File: src/sv/usrl_pkg.sv
// Shared types, constants and helper functions of the source rate limiter.
// Depends on nothing; every other file but assert_macros.svh imports it.
package usrl_pkg;

    localparam int TABLE_ENTRIES = 64;
    localparam int IDX_W         = $clog2(TABLE_ENTRIES);
    localparam logic [IDX_W-1:0] RANK_LAST = IDX_W'(TABLE_ENTRIES - 1);

    localparam int FIFO_DEPTH = 2;
    localparam int FIFO_PTR_W = (FIFO_DEPTH > 1) ? $clog2(FIFO_DEPTH) : 1;
    localparam int FIFO_CNT_W = $clog2(FIFO_DEPTH + 1);

    localparam logic [15:0] MIN_FRAME_BYTES = 16'd42;
    localparam logic [15:0] ETHERTYPE_IPV4  = 16'h0800;
    localparam logic [7:0]  PROTO_UDP       = 8'd17;
    localparam logic [3:0]  PLAIN_IHL       = 4'd5;

    localparam logic [15:0] GUARDED_PORT_RESET = 16'd10100;
    localparam logic [15:0] RATE_MAX_RESET     = 16'd100;
    localparam logic [39:0] WINDOW_NS_RESET    = 40'd1000000000;

    localparam logic [1:0] CFG_GUARDED_PORT = 2'd0;
    localparam logic [1:0] CFG_RATE_MAX     = 2'd1;
    localparam logic [1:0] CFG_WINDOW_NS    = 2'd2;

    localparam logic [2:0] REASON_NONE    = 3'd0;
    localparam logic [2:0] REASON_NEW     = 3'd1;
    localparam logic [2:0] REASON_RESTART = 3'd2;
    localparam logic [2:0] REASON_WITHIN  = 3'd3;
    localparam logic [2:0] REASON_OVER    = 3'd4;

    // One classified frame as it waits between the front and the back.
    typedef struct packed {
        logic        eligible;
        logic [31:0] src;
        logic [63:0] now;
    } t_item;

    // Per-source window state kept in the back's memory.
    typedef struct packed {
        logic [63:0] start;
        logic [16:0] count;
    } t_entry;

    typedef struct packed {
        logic             lookup;
        logic [31:0]      lookup_key;
        logic             upd;
        logic             insert;
        logic [IDX_W-1:0] idx;
        logic [IDX_W-1:0] rank;
        logic [31:0]      ins_key;
    } t_tbl_req;

    typedef struct packed {
        logic             hit;
        logic [IDX_W-1:0] hit_idx;
        logic [IDX_W-1:0] hit_rank;
        logic [IDX_W-1:0] victim_idx;
    } t_tbl_rsp;

    function automatic logic [IDX_W-1:0] onehot_to_idx(input logic [TABLE_ENTRIES-1:0] v);
        logic [IDX_W-1:0] idx;
        idx = '0;
        for (int i = 0; i < TABLE_ENTRIES; i++) begin
            if (v[i]) begin
                idx = idx | IDX_W'(i);
            end
        end
        return idx;
    endfunction

endpackage

File: src/sv/usrl_front.sv
// Front end: accepts frame headers and decides whether they are subject to the rate limit.
// Depends on usrl_pkg; feeds usrl_fifo.
module usrl_front (
    input  logic             i_valid,
    output logic             o_stall,
    input  logic [15:0]      i_frame_length,
    input  logic [15:0]      i_ether_type,
    input  logic [7:0]       i_ip_protocol,
    input  logic [3:0]       i_ip_header_words,
    input  logic [15:0]      i_udp_dest_port,
    input  logic [31:0]      i_source_ip,
    input  logic [63:0]      i_now_ns,
    input  logic [15:0]      i_guarded_port,
    input  logic             i_full,
    output logic             o_push,
    output usrl_pkg::t_item  o_item
);
    import usrl_pkg::*;

    logic w_eligible;

    assign w_eligible = (i_frame_length >= MIN_FRAME_BYTES)
                     && (i_ether_type == ETHERTYPE_IPV4)
                     && (i_ip_protocol == PROTO_UDP)
                     && (i_ip_header_words == PLAIN_IHL)
                     && (i_udp_dest_port == i_guarded_port);

    assign o_stall       = i_full;
    assign o_push        = i_valid && !i_full;
    assign o_item.eligible = w_eligible;
    assign o_item.src    = i_source_ip;
    assign o_item.now    = i_now_ns;

endmodule

File: config.mk
export PLATFORM = sky130hd
export DESIGN_NAME = usrl_front
export DESIGN_NICKNAME = d
export VERILOG_FILES = /design/src/sv/usrl_pkg.sv /design/src/sv/usrl_front.sv
export SDC_FILE = /design/constraint.sdc
export NUM_CORES = 1
export LEC_CHECK = 0
export ABC_CLOCK_PERIOD_IN_PS = 2700
export BUFFER_PORTS_ARGS = -buffer_cell sky130_fd_sc_hd__buf_2
export CAP_MARGIN = 5
export CORE_AREA = 3 3 106 108
export DETAILED_ROUTE_END_ITERATION = 8
export DIE_AREA = 0 0 109 111
export GPL_TIMING_DRIVEN = 0
export PLACE_DENSITY_LB_ADDON = 0.12
export SETUP_SLACK_MARGIN = 0.3
export SYNTH_ARGS = -nofsm -noshare
export SYNTH_HDL_FRONTEND = slang
export SYNTH_SLANG_ARGS = --single-unit
File: constraint.sdc
create_clock -name vclk -period 2.7
set_input_delay 0.675 -clock vclk [all_inputs]
set_output_delay 0.675 -clock vclk [all_outputs]
set_load 0.1 [all_outputs]
== Word level (Yosys, flattened, before mapping) ==
Cells that the tools add are included.

* Reductions and logical operators: 6
* Magnitude comparators: 1
* Equality and inequality tests: 4

{| class="wikitable"
|+ Operators by type and width
! cell !! number
|-
| $eq A16 B12 Y1 const B || 1
|-
| $eq A16 B16 Y1 || 1
|-
| $ge A16 B6 Y1 const B || 1
|-
| $eq A8 B5 Y1 const B || 1
|-
| $logic_and A1 B1 Y1 || 5
|-
| $eq A4 B3 Y1 const B || 1
|-
| $logic_not A1 Y1 || 1
|}

* Logic and storage cells: 11
* Input bits: 174
* Flip-flop bits (word level): 0

== Depth between registers and ports, before layout ==
* Word-level depth: 5
* Mapped depth: 5

== Worst setup path after synthesis ==
OpenSTA, ideal clock, no wires.

* Path type: input -> output
* Start point: input i_full
* End point: output o_push
* Stages on the path: 1
* Data arrival time: 2010 ps
* Path slack: 15 ps
* Buffers on the path: 0
* Cell sequence: nor2b_1

* Cells in the longest elaborated chain, start to end: 2

{| class="wikitable"
|+ RTL lines
! element !! line !! text
|-
| from (decl) || usrl_front.sv:14 || <nowiki>input logic i_full,</nowiki>
|-
| $logic_not A1 Y1 || usrl_front.sv:29 || <nowiki>assign o_push = i_valid && !i_full;</nowiki>
|-
| $logic_and A1 B1 Y1 || usrl_front.sv:29 ||
|-
| to (decl) || usrl_front.sv:15 || <nowiki>output logic o_push,</nowiki>
|}

No other way between the ends.

== Worst setup path after layout ==
* Start point: input i_frame_length[9]
* End point: output o_item[96] (netlist name)

* Cells in the longest elaborated chain, start to end: 5

{| class="wikitable"
|+ RTL lines
! element !! line !! text
|-
| from (decl) || usrl_front.sv:6 || <nowiki>input logic [15:0] i_frame_length,</nowiki>
|-
| $ge A16 B6 Y1 || usrl_front.sv:22 || <nowiki>assign w_eligible = (i_frame_length >= MIN_FRAME_BYTES)</nowiki>
|-
| $logic_and A1 B1 Y1 || usrl_front.sv:23 || <nowiki>&& (i_ether_type == ETHERTYPE_IPV4)</nowiki>
|-
| $logic_and A1 B1 Y1 || usrl_front.sv:24 || <nowiki>&& (i_ip_protocol == PROTO_UDP)</nowiki>
|-
| $logic_and A1 B1 Y1 || usrl_front.sv:25 || <nowiki>&& (i_ip_header_words == PLAIN_IHL)</nowiki>
|-
| $logic_and A1 B1 Y1 || usrl_front.sv:26 || <nowiki>&& (i_udp_dest_port == i_guarded_port);</nowiki>
|-
| to (decl) || usrl_front.sv:16 || <nowiki>output usrl_pkg::t_item o_item</nowiki>
|}

No other way between the ends.

==> metrics.md <==
| Metric | Value |
|---|---|
| Min-delay worst type | primary input to primary output |
| Share of total power in the clock network | 0% |
| Setup TNS Final | -24.35 ps |
| Vias in the first global route | 1,294 |
| Critical path class | primary input to primary output |
| Min Tclk post-route | 2724 ps |
| Vias per cell | 3.078 |
| Net count after synthesis | 309 |
| Register area share after synthesis | 0% |
| Failing checks | setup timing |
| Worst path top cell family by delay | simple AND/OR/NAND/NOR gates |
| Util after Layout | 20.91% |
| DRC errors left | 0 |
| Synthesized cell area | 0.001055 mm2 |
| Commonest non-fill, non-tap cell in the layout | buf_2 |
| Nets | 487 |
| CLK BUF | 0 |
| Hold path start | i_now_ns[52] |
| Most frequent cells in the layout | 174 x buf_2, 97 x buf_4, 15 x xor2_1 |
| Fin. max-slew vios | 0 |
| Area contributors post-synth | buf_4 70%, xor2_1 12%, nor4_2 4.7% |
| Initial Utilization | 10.22% |
| Gr usage total | 5.803% |
| Gp weighted congestion | 0.6252 |
| Sw frac | 76.89% |
| Area leader, netlist | buf_4 |
| Status | finished, violations left |
| Worst Tran Pin Value | 508.3 ps |
| Internal Power | 193.3 uW |
| Critical path, cell by cell | buf_2 -> or4_4 -> nor4_4 -> a2111oi_4 -> buf_6 -> buf_12 |
| Synth Instances | 135 |
| Routed len/inst | 10.17 um |
| Ys Warns | 0 |
| Switch Pwr | 643.2 uW |
| Crit path largest cell delay | 540 ps |
| Final WL | 4544 um |
| Combinational power share | 100.0% |
| Core area | 0.01032 mm2 |
| Slowest cell on crit path | or4_4 |
| Mean Syn Cell Area | 7.813 um2 |
| WP buf/inv | 3 |
| Die Y-Extent | 111 um |
| Unique masters post-synth | 13 |
| Drt first-iter violations | 8 |
| Largest net degree at the start of global routing | 3 |
| Ant diodes | 0 |
| Max-cap viol count | 0 |
| DR pass1 iterations | 2 |
| Final WS setup | -24.35 ps |
| Storage element area | 0 um2 |
| Post-route insts no fill | 447 |
| RSZ-0062 raised after global routing | yes |
| Setup violations, final | 1 |
| WHS | 1734 ps |
| Fin. Hold Viols | 0 |
| Initial antenna violation count | 0 |
| DP Worst Slack | -314.6 ps |
| Detailed placement HPWL | 4461 um |
| Crit path from | i_frame_length[9] |
| Flop pwr share | 0% |
| Layout area overhead | 104.6% |
| First-pass GRT wire length | 5789 um |
| Worst VDD drop | 0.0001357 V |
| Leak | 1.261 nW |
| Critical Path Source Type | primary input |
| FFs & Latches | 0 |
| Crit path DAT | 2050 ps |
| Row cnt | 37 |
| Endpoint class of the critical path | primary output |
| Crit path max fanout | 1 |
| Max_slew headroom | 66.34% |
| Period utilisation layout | 100.9% |
| I/O pin cnt | 273 |
| Power density of the placed cells | 387.6 mW/mm2 |
| Top cell type's share of synthesized area | 69.75% |
| Via Count | 1,376 |
| Fmax achieved | 367.1 MHz |
| Total grt overflow | 0 |
| Die X | 109 um |
| DP Cell Count | 447 |
| IO buf count | 176 |
| DRT antenna net count | 0 |
| Share of cells above drive strength 1 | 90.35% |
| Hold_buf cts | 0 |
| Die ar. | 0.01210 mm2 |
| Data required, critical path | 2030 ps |
cell type report:
class | instances | area [um2]
Timing Repair Buffer | 176 | 902.1
Fill cell | 1167 | 8165
Buffer | 98 | 739.5
Tap cell | 136 | 170.2
Multi-Input combinational cell | 37 | 346.6
cells in the mapped netlist:
cell / n
xor2_1: 15
xnor2_1: 1
o21ai_0: 1
o21a_1: 1
or4_1: 2
nor2b_1: 1
nand4_1: 3
nor4b_1: 5
nor3_1: 1
nor4_1: 2
nor4_2: 4
a2111oi_2: 1
buf_4: 98
path summary, 6_finish.rpt:
kind / to / slack [ps] / depth (start not counted)
hold / removal: o_item[52] / 1730 / 2
setup / recovery: o_item[96] / -20 / 6
cells by family (layout without fill, tap and decap cells):
family                    count (synthesis)  count (layout)  synth area share (%)
xor gates and xnor gates                 16              16                 13.29
AOI/OAI and AO/OA                         3               3                 2.609
and+or+nand+nor                          18              18                 14.35
buffers and inverters                    98             274                 69.75
metrics by stage:
stage	total power, mW	cell area (um2)
2_1_floorplan	0.7110	1061
3_3_place_gp	0.8390	2112
3_5_place_dp	0.8392	2112
4_1_cts	0.8406	2136
5_1_grt	0.8647	2158
6_report	0.8365	2158
power by group through the flow:
| stage | Clock, mW | Combinational [mW] | Sequential (mW) |
|---|---|---|---|
| after floorplan | 0 | 0.711 | 0 |
| after global placement | 0 | 0.839 | 0 |
| after detailed placement | 0 | 0.839 | 0 |
| after CTS | 0 | 0.841 | 0 |
| after global routing | 0 | 0.865 | 0 |
| final | 0 | 0.836 | 0 |
repair_timing:
action,in CTS,in global routing
setup buffers,0,0
pin swaps,1,5
resized for setup,5,3
setup endpoints to repair,1,1
per-layer routing:
layer	part of all wire, %	vias up	global-route usage [%]	routed length, um
met5	0	-	0	0
met2	59	145	13.64	2702
met1	25	534	5.077	1117
met3	16	0	0.6407	724
li1	-	697	-	-
met4	0	0	0	0
Note: power is estimated with default switching activity, not from simulation.
