==> src/sv/usrl_pkg.sv <==
// Shared types, constants and helper functions of the source rate limiter.
// Depends on nothing; every other file but assert_macros.svh imports it.
package usrl_pkg;

    localparam int TABLE_ENTRIES = 64;
    localparam int IDX_W         = $clog2(TABLE_ENTRIES);
    localparam logic [IDX_W-1:0] RANK_LAST = IDX_W'(TABLE_ENTRIES - 1);

    localparam int FIFO_DEPTH = 2;
    localparam int FIFO_PTR_W = (FIFO_DEPTH > 1) ? $clog2(FIFO_DEPTH) : 1;
    localparam int FIFO_CNT_W = $clog2(FIFO_DEPTH + 1);

    localparam logic [15:0] MIN_FRAME_BYTES = 16'd42;
    localparam logic [15:0] ETHERTYPE_IPV4  = 16'h0800;
    localparam logic [7:0]  PROTO_UDP       = 8'd17;
    localparam logic [3:0]  PLAIN_IHL       = 4'd5;

    localparam logic [15:0] GUARDED_PORT_RESET = 16'd10100;
    localparam logic [15:0] RATE_MAX_RESET     = 16'd100;
    localparam logic [39:0] WINDOW_NS_RESET    = 40'd1000000000;

    localparam logic [1:0] CFG_GUARDED_PORT = 2'd0;
    localparam logic [1:0] CFG_RATE_MAX     = 2'd1;
    localparam logic [1:0] CFG_WINDOW_NS    = 2'd2;

    localparam logic [2:0] REASON_NONE    = 3'd0;
    localparam logic [2:0] REASON_NEW     = 3'd1;
    localparam logic [2:0] REASON_RESTART = 3'd2;
    localparam logic [2:0] REASON_WITHIN  = 3'd3;
    localparam logic [2:0] REASON_OVER    = 3'd4;

    // One classified frame as it waits between the front and the back.
    typedef struct packed {
        logic        eligible;
        logic [31:0] src;
        logic [63:0] now;
    } t_item;

    // Per-source window state kept in the back's memory.
    typedef struct packed {
        logic [63:0] start;
        logic [16:0] count;
    } t_entry;

    typedef struct packed {
        logic             lookup;
        logic [31:0]      lookup_key;
        logic             upd;
        logic             insert;
        logic [IDX_W-1:0] idx;
        logic [IDX_W-1:0] rank;
        logic [31:0]      ins_key;
    } t_tbl_req;

    typedef struct packed {
        logic             hit;
        logic [IDX_W-1:0] hit_idx;
        logic [IDX_W-1:0] hit_rank;
        logic [IDX_W-1:0] victim_idx;
    } t_tbl_rsp;

    function automatic logic [IDX_W-1:0] onehot_to_idx(input logic [TABLE_ENTRIES-1:0] v);
        logic [IDX_W-1:0] idx;
        idx = '0;
        for (int i = 0; i < TABLE_ENTRIES; i++) begin
            if (v[i]) begin
                idx = idx | IDX_W'(i);
            end
        end
        return idx;
    endfunction

endpackage

==> src/sv/usrl_fifo.sv <==
// Short queue of classified frames between the front end and the back end.
// Depends on usrl_pkg.
module usrl_fifo (
    input  logic             i_clk,
    input  logic             i_rst_n,
    input  logic             i_push,
    input  usrl_pkg::t_item  i_data,
    output logic             o_full,
    input  logic             i_pop,
    output logic             o_empty,
    output usrl_pkg::t_item  o_data
);
    import usrl_pkg::*;

    t_item                 r_mem [FIFO_DEPTH];
    logic [FIFO_PTR_W-1:0] r_wr_ptr;
    logic [FIFO_PTR_W-1:0] r_rd_ptr;
    logic [FIFO_CNT_W-1:0] r_count;

    function automatic logic [FIFO_PTR_W-1:0] ptr_next(input logic [FIFO_PTR_W-1:0] p);
        return (p == FIFO_PTR_W'(FIFO_DEPTH - 1)) ? '0 : p + 1'b1;
    endfunction

    assign o_full  = (r_count == FIFO_CNT_W'(FIFO_DEPTH));
    assign o_empty = (r_count == '0);
    assign o_data  = r_mem[r_rd_ptr];

    always_ff @(posedge i_clk) begin
        if (i_push) begin
            r_mem[r_wr_ptr] <= i_data;
        end
    end

    always_ff @(posedge i_clk) begin
        if (!i_rst_n) begin
            r_wr_ptr <= '0;
            r_rd_ptr <= '0;
            r_count  <= '0;
        end else begin
            if (i_push) begin
                r_wr_ptr <= ptr_next(r_wr_ptr);
            end
            if (i_pop) begin
                r_rd_ptr <= ptr_next(r_rd_ptr);
            end
            if (i_push && !i_pop) begin
                r_count <= r_count + 1'b1;
            end else if (!i_push && i_pop) begin
                r_count <= r_count - 1'b1;
            end
        end
    end

endmodule

==> config.mk <==
export PLATFORM = sky130hd
export DESIGN_NAME = usrl_fifo
export DESIGN_NICKNAME = d
export VERILOG_FILES = /design/src/sv/usrl_pkg.sv /design/src/sv/usrl_fifo.sv
export SDC_FILE = /design/constraint.sdc
export NUM_CORES = 1
export LEC_CHECK = 0
export CORE_ASPECT_RATIO = 1.25
export CORE_MARGIN = 1
export CORE_UTILIZATION = 45
export DETAILED_ROUTE_END_ITERATION = 7
export DONT_BUFFER_PORTS = 1
export PLACE_DENSITY = 0.66
export SETUP_SLACK_MARGIN = 0.02
export SLEW_MARGIN = 5
export SYNTH_ARGS = -nofsm -noshare
export SYNTH_HDL_FRONTEND = slang
export SYNTH_SLANG_ARGS = --single-unit
==> constraint.sdc <==
create_clock -name i_clk -period 5.85 [get_ports i_clk]
set_clock_uncertainty 0.2 [all_clocks]
set_input_delay 0.2925 -clock i_clk [delete_from_list [all_inputs] [get_ports i_clk]]
set_output_delay 0.2925 -clock i_clk [all_outputs]
set_load 0.005 [all_outputs]
# Word-level counts from Yosys, hierarchy flattened
# Memories as Yosys holds them, arrays and structs flattened. A register that Yosys moved wholly into a read port is not among the register bits.
# Index checks and enable logic that the tools add are counted.
[word_totals]
ff_bits = 4
mem_bits_rw = 194
inputBits = 101
output_inout_bits = 99
elab_cells = 23
n_memories = 1
[memory_table]
columns = ["name", "depth", "word_bits", "rd", "rd_clocked_by_memory_dff", "wr", "line_no", "rtl"]
rows = [
  ["r_mem", 2, 97, 1, 1, 1, "usrl_fifo.sv:15", "t_item r_mem [FIFO_DEPTH];"],
]
[op_classes]
n_addsub = 4
n_eq_ne = 1
muxes = 8
n_reduce_logical = 6
[ops]
columns = ["op", "n"]
rows = [
  ["1-bit two-way mux", 6],
  ["2-bit two-way mux", 2],
  ["1-bit adder, second input constant", 2],
  ["2-bit by 1-bit adder with 2-bit output, second input constant", 1],
  ["2-bit equality test, second input constant", 1],
  ["1-bit logical AND", 2],
  ["1-bit logical NOT", 2],
  ["2-bit logical NOT", 1],
  ["2-bit nonzero test", 1],
  ["2-bit by 1-bit subtractor with 2-bit output, second input constant", 1],
]

# Depth between registers and ports, before layout
[depth]
word_depth = 4
mapped_depth = 5
mapped_depth_nobuf = 5

# Worst setup path before layout
# Ideal clock, no wire load.
[synth_timing]
kind = "flip-flop to flip-flop"
from = "register r_wr_ptr"
to = "memory r_mem[0][0] (netlist name), enable pin"
setup_ps = 566
t_arrival_ps = 4613
t_required_ps = 5084
setup_slack_ps = 471
path_stages_with_launch = 2
path_buffers = 0
synth_period_minus_slack_ps = 5379
cell_sequence = "dfxtp_1 nor2b_1"
[synth_lines]
columns = ["item", "line_no", "rtl"]
rows = [
  ["from (decl)", "usrl_fifo.sv:16", "logic [FIFO_PTR_W-1:0] r_wr_ptr;"],
  ["from (signal assigned)", "usrl_fifo.sv:41", "r_wr_ptr <= ptr_next(r_wr_ptr);"],
  ["to (decl)", "usrl_fifo.sv:15", ""],
]
# Straight into the memory's write port.

==> impl_metrics.ini <==
[place]
post-place-ws_ns = 3.15
io_buffers = 0
dp_hpwl_um = 7740
place.gp.congestion = 0.656

[sta]
finalCriticalPeriod_ns = 2.91
fin_crit_sh_pct = 49.8
setup_viol = 0
rsz0062_at_grt = false
setup_slack_ns = 2.94
tns_ns = 0
worst_pin_slew_ns = 1.14
hold_violations = 0
hold_slack_ns = 0.0678
max_slew_margin_pct = 23.9
drv_slew = 0
fmax_mhz = 343

[floorplanning]
ios = 200
dieArea_um2 = 16800
die_w_um = 116
rows = 51
die_y_um = 145
core_area_um2 = 15800
floorplan.initialDensity_pct = 46.5

[logic_synthesis]
async_flop_share_pct = 0
netlist_area_um2 = 7330
synth_top_area_share_pct = 79.4
yosysSeqAreaShare_pct = 80.8
syn_area_per_cell_um2 = 22.6
ys_seq_elements = 199
synth.distinct_cells = 17
syn_inst = 324
synth_area_leader_cell = edfxtp_1
ys.flop_type = edfxtp_1
synth_area_leaders = edfxtp_1 (79%), mux2_2 (10%), mux2_4 (6.1%)
synth_edf_count = 194
synth.most_common_cell = edfxtp_1
yosys_warnings = 0
synthesis.nets = 426
synth_common_cells = edfxtp_1 (194), mux2_2 (67), mux2_4 (30)

[clock_network]
cts.sink_count = 199
h-tree-depth = 4
cts.path.max_buffers = 2
ctsRootBufferMaster = clkbuf_16
cts_tree = done
postCtsHoldBufs = 100
clk_latency_ns = 0.41
cts_resized = 0
post_cts_buffers = 0
path_clk_slew_ns = 0.07
numCtsBuffers = 17

[critical_path]
crit_chain = buf_4 > mux2_2
worstPathRequired_ns = 5.36
cpPeakStageDelay_ns = 0.79
end_kind = output port
cp_max_fo = 49
cp_num_buf_inv = 1
critPathLaunchType = flop
worstReg2RegStart = r_wr_ptr
r2r_slack_ns = 3.19
regToRegEndpoint = r_mem[0][5]
cp_top_family = flip-flops
ff2ff_path_depth = 2
critical_path_class = flop to output port
cp.depth = 2
cp_slowest_cell = dfxtp_4
critPathArrivalTime_ns = 2.42

[routing]
vias_per_cell = 4.96
wl_um = 12800
dr.pass1.iters = 6
vias = 3285
wl_per_cell_um = 19.3
drc = 0
ant_nets = 0
drtIter0Drc = 139

[final_layout]
multiInputGateArea_um2 = 1330
syn2layout_area_growth_pct = 24.5
nFillCells = 1161
final_nets = 537
drive_gt1_share_pct = 29.2
ff_latch_area_um2 = 5930

[hold_path]
min-delay-path-class = primary input to flop
hold_path_depth = 3
worstHoldStart = i_push
hold_path_end = r_count[1]

[grt]
grt_pass1_wl_um = 18500
grt_overflow_total = 0
grt_util_all_layers_pct = 15.3
antenna_found_initial = 2
grt_pass1_vias = 3518
grt_max_degree = 61

[status]
status = finished clean

[power]
powerDensity_nw_per_um2 = 336
p_leak_uw = 0.00311
ir_drop_mv = 0.219

[run]
drv_cap = 0
stage by stage:
stage	total power, uW	std cells	area (um^2)	utilization (%)
after global placement	1890	528	7550	47.9
final	3070	662	9130	57.9
after CTS	3100	660	9130	57.9
after detailed placement	1900	528	7550	47.9
after floorplan	1870	324	7330	-
after global routing	3180	660	9130	57.9
state kept, by name, summed over array words and instances (netlist names), named ones only:
register,flops
r_wr_ptr,1
r_mem,194
r_count,2
r_rd_ptr,1
final cells by class:
| type | count | area share, % |
|---|---|---|
| Sequential cell | 199 | 64.9 |
| Multi-Input combinational cell | 113 | 14.5 |
| Timing Repair Buffer | 103 | 11.2 |
| Clock buffer | 18 | 4.70 |
| Tap cell | 212 | 2.90 |
| Clock inverter | 14 | 1.63 |
| Antenna cell | 2 | 0.0548 |
| Inverter | 1 | 0.0411 |
cell families (layout without fill, tap and decap cells):
group,Yosys count,in the layout,synth area share (%)
DFF,199,199,80.8
muxes,97,97,16.4
buffers and inverters,12,136,1.23
and+or+nand+nor,9,9,0.734
AOI/OAI and AO/OA,3,3,0.273
xor gates and xnor gates,3,3,0.358
adders and majority gates,1,1,0.171
other,0,2,0
power breakdown:
group / internal (uW) / total, uW / switching, uW
Clock: 634 / 1140 / 503
Combinational: 138 / 252 / 115
Sequential: 1650 / 1680 / 32.2
metal layers:
metal  up-vias  part of all wire (%)  GRT usage, %  routed length [um]
met3        13                   7.1          6.62                 903
met5         -                     0             0                   0
met1      1648                    37          15.9                4680
met4         0                   1.5          6.41                 193
met2       120                    55          26.8                7000
li1       1504                     -             -                   -
how the worst max path moves through the flow:
stage / endpoint / slack [ns] / startpoint
2_1_floorplan: r_mem[0][0] / 0.47 / r_wr_ptr
3_3_place_gp: r_mem[0][60] / 3.24 / r_wr_ptr
3_5_place_dp: r_mem[0][13] / 3.15 / r_wr_ptr
4_1_cts: o_data[83] / 2.88 / flop
5_1_grt: o_data[83] / 2.78 / flop
6_report: o_data[83] / 2.94 / flop
placed cells by master, fill, tap and decap left out, types with 3 or more instances in the layout:
cell type / synthesis / layout
clkbuf_16: 0 / 17
and2_1: 4 / 3
mux2_4: 30 / 30
buf_4: 0 / 3
edfxtp_1: 194 / 194
inv_6: 0 / 3
mux2_2: 67 / 67
dlygate4sd3_1: 0 / 100
dfxtp_1: 5 / 4
clkinvlp_4: 0 / 3
clkinv_1: 0 / 3
worst register-to-register path: cells and delay by family, from the launching register on:
family | cells | cell delay [ns]
simple gates | 1 | 0.89
flops | 1 | 0.35
buf+inv | 1 | 0.80
(Power assumes the default switching activity.)
