## config.mk

```make
export PLATFORM = sky130hd
export DESIGN_NAME = usrl_table
export DESIGN_NICKNAME = d
export VERILOG_FILES = /design/src/sv/usrl_pkg.sv /design/src/sv/usrl_table.sv
export SDC_FILE = /design/constraint.sdc
export NUM_CORES = 2
export LEC_CHECK = 0
export BUFFER_PORTS_ARGS = -buffer_cell sky130_fd_sc_hd__buf_2
export CELL_PAD_IN_SITES_DETAIL_PLACEMENT = 0
export CELL_PAD_IN_SITES_GLOBAL_PLACEMENT = 1
export CORE_UTILIZATION = 30
export DETAILED_ROUTE_END_ITERATION = 6
export PLACE_DENSITY_LB_ADDON = 0.1
export RECOVER_POWER = 50
export SYNTH_ARGS = -nofsm -noshare
export SYNTH_HDL_FRONTEND = slang
export SYNTH_SLANG_ARGS = --single-unit
```

## constraint.sdc

```tcl
create_clock -name i_clk -period 4 [get_ports i_clk]
set_clock_uncertainty 0.05 [all_clocks]
set_input_delay 0.4 -clock i_clk [delete_from_list [all_inputs] [get_ports i_clk]]
set_output_delay 0.4 -clock i_clk [all_outputs]
set_load 0.01 [all_outputs]
```

## src/sv/usrl_pkg.sv

```systemverilog
// Shared types, constants and helper functions of the source rate limiter.
// Depends on nothing; every other file but assert_macros.svh imports it.
package usrl_pkg;

    localparam int TABLE_ENTRIES = 64;
    localparam int IDX_W         = $clog2(TABLE_ENTRIES);
    localparam logic [IDX_W-1:0] RANK_LAST = IDX_W'(TABLE_ENTRIES - 1);

    localparam int FIFO_DEPTH = 2;
    localparam int FIFO_PTR_W = (FIFO_DEPTH > 1) ? $clog2(FIFO_DEPTH) : 1;
    localparam int FIFO_CNT_W = $clog2(FIFO_DEPTH + 1);

    localparam logic [15:0] MIN_FRAME_BYTES = 16'd42;
    localparam logic [15:0] ETHERTYPE_IPV4  = 16'h0800;
    localparam logic [7:0]  PROTO_UDP       = 8'd17;
    localparam logic [3:0]  PLAIN_IHL       = 4'd5;

    localparam logic [15:0] GUARDED_PORT_RESET = 16'd10100;
    localparam logic [15:0] RATE_MAX_RESET     = 16'd100;
    localparam logic [39:0] WINDOW_NS_RESET    = 40'd1000000000;

    localparam logic [1:0] CFG_GUARDED_PORT = 2'd0;
    localparam logic [1:0] CFG_RATE_MAX     = 2'd1;
    localparam logic [1:0] CFG_WINDOW_NS    = 2'd2;

    localparam logic [2:0] REASON_NONE    = 3'd0;
    localparam logic [2:0] REASON_NEW     = 3'd1;
    localparam logic [2:0] REASON_RESTART = 3'd2;
    localparam logic [2:0] REASON_WITHIN  = 3'd3;
    localparam logic [2:0] REASON_OVER    = 3'd4;

    // One classified frame as it waits between the front and the back.
    typedef struct packed {
        logic        eligible;
        logic [31:0] src;
        logic [63:0] now;
    } t_item;

    // Per-source window state kept in the back's memory.
    typedef struct packed {
        logic [63:0] start;
        logic [16:0] count;
    } t_entry;

    typedef struct packed {
        logic             lookup;
        logic [31:0]      lookup_key;
        logic             upd;
        logic             insert;
        logic [IDX_W-1:0] idx;
        logic [IDX_W-1:0] rank;
        logic [31:0]      ins_key;
    } t_tbl_req;

    typedef struct packed {
        logic             hit;
        logic [IDX_W-1:0] hit_idx;
        logic [IDX_W-1:0] hit_rank;
        logic [IDX_W-1:0] victim_idx;
    } t_tbl_rsp;

    function automatic logic [IDX_W-1:0] onehot_to_idx(input logic [TABLE_ENTRIES-1:0] v);
        logic [IDX_W-1:0] idx;
        idx = '0;
        for (int i = 0; i < TABLE_ENTRIES; i++) begin
            if (v[i]) begin
                idx = idx | IDX_W'(i);
            end
        end
        return idx;
    endfunction

endpackage

```

## src/sv/usrl_table.sv

```systemverilog
// Source table: associative key match, valid bits and true LRU ranks.
// Depends on usrl_pkg; driven by usrl_back.
module usrl_table (
    input  logic                i_clk,
    input  logic                i_rst_n,
    input  usrl_pkg::t_tbl_req  i_req,
    output usrl_pkg::t_tbl_rsp  o_rsp
);
    import usrl_pkg::*;

    logic [TABLE_ENTRIES-1:0] r_valid;
    logic [31:0]              r_key  [TABLE_ENTRIES];
    logic [IDX_W-1:0]         r_rank [TABLE_ENTRIES];
    logic [TABLE_ENTRIES-1:0] r_hit_vec;
    logic [TABLE_ENTRIES-1:0] w_match;
    logic [TABLE_ENTRIES-1:0] w_victim_vec;
    logic [IDX_W-1:0]         w_hit_rank;

    // Valid keys are unique, so at most one lane matches.
    always_comb begin
        w_hit_rank = '0;
        for (int i = 0; i < TABLE_ENTRIES; i++) begin
            w_match[i]      = r_valid[i] && (r_key[i] == i_req.lookup_key);
            w_victim_vec[i] = (r_rank[i] == RANK_LAST);
            if (r_hit_vec[i]) begin
                w_hit_rank = w_hit_rank | r_rank[i];
            end
        end
    end

    assign o_rsp.hit        = |r_hit_vec;
    assign o_rsp.hit_idx    = onehot_to_idx(r_hit_vec);
    assign o_rsp.hit_rank   = w_hit_rank;
    assign o_rsp.victim_idx = onehot_to_idx(w_victim_vec);

    always_ff @(posedge i_clk) begin
        if (i_req.lookup) begin
            r_hit_vec <= w_match;
        end
        if (i_req.upd && i_req.insert) begin
            r_key[i_req.idx] <= i_req.ins_key;
        end
    end

    // Touching an entry moves every more recent entry one rank down.
    always_ff @(posedge i_clk) begin
        if (!i_rst_n) begin
            r_valid <= '0;
            for (int i = 0; i < TABLE_ENTRIES; i++) begin
                r_rank[i] <= IDX_W'(i);
            end
        end else if (i_req.upd) begin
            if (i_req.insert) begin
                r_valid[i_req.idx] <= 1'b1;
            end
            for (int i = 0; i < TABLE_ENTRIES; i++) begin
                if (IDX_W'(i) == i_req.idx) begin
                    r_rank[i] <= '0;
                end else if (r_rank[i] < i_req.rank) begin
                    r_rank[i] <= r_rank[i] + 1'b1;
                end
            end
        end
    end

endmodule

```

# Word-level counts from Yosys, hierarchy flattened
# Memory sizes are Yosys's and may differ from the RTL's.
# Cells that the tools add are included.
# Widths: inputs -> output; s select.
dict set report word_totals {
  mem_bits_rw 2432
  n_memories 2
  out_inout_bits 19
  wordCells 1491
  register_bits 128
  in_bits 81
}
dict set report classes {
  order_cmp 66
  n_mux 904
  n_eq_ne 192
  bitwise_logic 192
  reduce_logical 69
  addsub 64
}
# memory words width read_ports rd_clocked_by_memory_dff wr line_no
set mem_list {}
lappend mem_list {r_key 64 32 64 0 1 usrl_table.sv:12} ;# logic [31:0] r_key [TABLE_ENTRIES];
lappend mem_list {r_rank 64 6 64 0 64 usrl_table.sv:13} ;# logic [IDX_W-1:0] r_rank [TABLE_ENTRIES];
# op count
set ops {}
lappend ops {{$eq 32x32->1} 64}
lappend ops {{$mux 6} 256}
lappend ops {{$mux 1} 582}
lappend ops {{$add 6x1->6 const B} 64}
lappend ops {{$lt 6x6->1} 64}
lappend ops {{$eq 6x6->1 const B} 63}
lappend ops {{$or 6x6->6} 63}
lappend ops {{$mux 64} 5}
lappend ops {{$eq 6x6->1 const A} 32}
lappend ops {{$mux 5} 32}
lappend ops {{$or 1x1->1} 128}
lappend ops {{$eq 5x6->1 const A} 16}
lappend ops {{$logic_and 1x1->1} 66}
lappend ops {{$mux 4} 16}
lappend ops {{$or 64x64->64} 1}
lappend ops {{$reduce_or 64->1} 1}
lappend ops {{$eq 4x6->1 const A} 8}
lappend ops {{$eq 3x6->1 const A} 4}
lappend ops {{$mux 3} 8}
lappend ops {{$eq 2x6->1 const A} 2}
lappend ops {{$mux 2} 4}
lappend ops {{$lt 6x7->1 const B} 1}
lappend ops {{$demux 1 s6} 1}
lappend ops {{$eq 1x6->1 const A} 1}
lappend ops {{4 further kinds} 5}

# Depth between registers and ports, before layout
dict set report logic_depth {
  depth_word 127
  mapped_depth 8
  depth_no_buf 7
}

# Worst setup path after synthesis
# OpenSTA, ideal clock, no wires.
dict set report synth_path {
  kind {input-to-reg}
  start {input port i_req[36] (netlist name)}
  end {memory r_rank[1][24] (netlist name), enable pin}
  n_path_buf 0
  t_arrival_ns 3.036
  path_stages 6
  required_ns 3.573
  setup_ns 0.377
  path_slack_ns 0.537
  cell_sequence {inv_1 ha_1 o211a_1 a221oi_2 a31oi_1 o21ai_0}
}
# element line_no
set synth_lines {}
lappend synth_lines {{start: declaration} usrl_table.sv:6} ;# input usrl_pkg::t_tbl_req i_req,
lappend synth_lines {{end: declaration} usrl_table.sv:13}

# Worst setup path after layout
dict set report layout_path {
  start {input port i_req[8] (netlist name)}
  end {memory r_key[17][8] (data pin)}
}
# element line_no
set layout_lines {}
lappend layout_lines {{end: declaration} usrl_table.sv:12}
# Straight into the memory's write port.

==> flow_metrics.tcl <==
set metrics [dict create \
    vias 78113 \
    drt-met1-wl_um 231000 \
    die_w_um 633 \
    yosysTopAreaCell "edfxtp_1" \
    synth.yosys.seq_area_share_pct 63.9 \
    gp_congestion 1.07 \
    first_iter_violations 8870 \
    status "complete, but fails checks" \
    final_util_pct 35.6 \
    crit_slowest_cell "clkbuf_1" \
    syn_area_um2 119000 \
    io_buffers 99 \
    num_rows 231 \
    dieHeight_um 633 \
    cp.arrival_ns 4.89 \
    routedWlPerCell_um 37.9 \
    antenna_left 0 \
    grtUsageTotal_pct 27.0 \
    grt_pass1_vias 76708 \
    yosysUniqueCellTypes 66 \
    startpoint_type "primary input" \
    rr_worst_depth 5 \
    synth.most_common_cell "edfxtp_1" \
    detailed_place_hpwl_um 359000 \
    hold_violations 0 \
    drive_gt1_share_pct 13.2 \
    cts.reportedPaths.clkPinSlew_ns 0.06 \
    antenna_found_initial 63 \
    ys_warn_count 0 \
    setup_viol 60 \
    clock_path_buffers 4 \
    synthFlopType "edfxtp_1" \
    final_nets 9486 \
    synth_edf_count 2496 \
    numCtsBuffers 315 \
    clockRootBuffer "clkbuf_16" \
    grt_pass1_wl_um 729000 \
    die_area_um2 400000 \
    slowest_delay_ns 3.08 \
    maxSlewHeadroom_pct -203 \
    clock_latency_ns 0.97 \
    hold_depth 3 \
    timing.fmax_ghz 0.236 \
    synth.avg_cell_area_um2 14.3 \
    synth_fp_nets 8782 \
    synth_commonest_cells "edfxtp_1, xnor2_1, nand4_1, xor2_1, ha_1" \
    wirelength_um 551000 \
    coreArea_um2 396000 \
    setup.worst_path.class "in2reg" \
    ir_drop_uv 359 \
    routed-wl-met2_um 260000 \
    layout_setup_ws_ns -0.239 \
    cp_max_fo 29 \
    drv_slew 2180 \
    cp_num_buf_inv 3 \
    hold_path.class "in2reg" \
    p_total_w 0.0665 \
    top_layer "met5" \
    syn_inst 8317 \
    cts_tree "built" \
    cts_sinks 2560 \
    cp.required_ns 4.65 \
    worst_pin_slew_ns 4.55 \
    async_reset_ff_share_pct 0 \
    syn_to_final_growth_pct 18.3 \
    violations "capacitance limit, slew limit, setup timing" \
    cellPowerDensity_nw_per_um2 472 \
    finalCriticalPeriod_ns 4.24 \
    path_delay_family "buffers and inverters" \
    wl_met3_um 34600 \
    ioPinCount 100 \
    initial_core_util_pct 30.1 \
    route.detailed.drc 0 \
    post-route-period-util_pct 106 \
    synth.area.top_cells "edfxtp_1, xnor2_1, ha_1, xor2_1, nand4_1" \
    overflow 0 \
    cap_violations 66 \
    netlist.area_leader.share_pct 62.8 \
    first_pass_iters 7 \
    worstSetupPathDepth 3 \
    h-tree-depth 5 \
    path_cells "dlygate4sd3_1 -> clkbuf_1 -> buf_4" \
    p_leak_nw 45.2 \
    grt_max_degree 107 \
    vias_per_cell 5.37 \
    end_kind "flip-flop" \
    ys_ff_latch 2560 \
]
## report_power, final
| part | switching, W | internal, W |
|---|---|---|
| Combinational | 0.00457 | 0.00230 |
| Clock | 0.0121 | 0.0163 |
| Sequential | 0.00119 | 0.0301 |
## cells in the final DEF (no fill, tap or decap), drive strengths merged, types with 81 or more instances in the layout
cell type	netlist	routed
nand2	193	193
nor4	236	236
edfxtp	2496	2496
ha	384	384
a221oi	126	126
xor2	455	455
nor3	121	121
xnor2	1839	1839
nand3	256	256
o21ai	191	191
nand4	470	470
nor2	296	296
clkbuf	115	585
o21a	81	81
a21oi	103	103
clkinv	1	97
buf	237	578
a22o	96	96
## worst register-to-register path, stage by stage (launching register included)
cell	delay (ns)
edfxtp_1	0.38
xnor2_1	0.17
nand4_1	0.14
nor4_1	0.47
nand4_1	0.19
nor4_1	1.15
## per-stage QoR
step	setup WS, ns	hold slack, ns	instance area [um2]	std cells	TNS, ns
after global placement	-2.94	0.396	130000	13857	-24.60
final	-0.239	0.207	141000	14539	-5.67
after CTS	0.00285	0.0211	142000	14513	0
after global routing	-0.0215	0.185	141000	14528	-0.0314
after detailed placement	-0.165	0.403	131000	13882	-0.165
after floorplan	0.537	0.390	119000	8317	0
## flip-flops by register name, summed over array words and instances (netlist names)
register / cells
r_rank: 384
r_key: 2048
r_hit_vec: 64
r_valid: 64
## cell type report
cell class              instances  area (um2)
clock inverters               129        1310
inverters                      62         245
multi-input cells            5343       41800
diodes                         14        35.0
flip-flops and latches       2560       76200
clock buffers                 450        8740
repair buffers                739        6130
fillers                     38079      255000
well taps                    5242        6560
## layer usage
| layer | global-route usage [%] | up-vias |
|---|---|---|
| met5 | 0 | - |
| met4 | 9.89 | 12 |
| met2 | 45.1 | 3207 |
| met1 | 35.4 | 41198 |
| met3 | 4.27 | 895 |
| li1 | - | 32801 |
## what timing repair did
| action | in CTS | in global routing |
|---|---|---|
| buffers inserted | 27 | 12 |
| endpoints found under the hold margin | 229 | 0 |
| setup endpoints to repair | 10 | 8 |
| cloned | 0 | 0 |
| pin swaps | 1 | 1 |
| hold buffers | 25 | 0 |
| resized for setup | 15 | 9 |
## final timing paths
check | start | end | slack [ns]
worst max-delay path | i_req[8] | r_key[17][8] | -0.24
worst min-delay path | i_req[39] | r_rank[0][67] | 0.21
worst max register to register | r_key[9][23] | r_hit_vec[9] | 1.03
worst min register to register | r_valid[44] | r_valid[44] | 0.41
## logic make-up after synthesis
family,Yosys count,synth area share (%)
adder cells (fa/ha/maj),384,4.03
buffers and inverters,414,1.69
AO/OA/AOI/OAI,883,5.49
AND/OR/NAND/NOR,1782,8.02
XOR/XNOR,2294,16.8
flip-flops,2560,63.9
(Power assumes the default switching activity.)
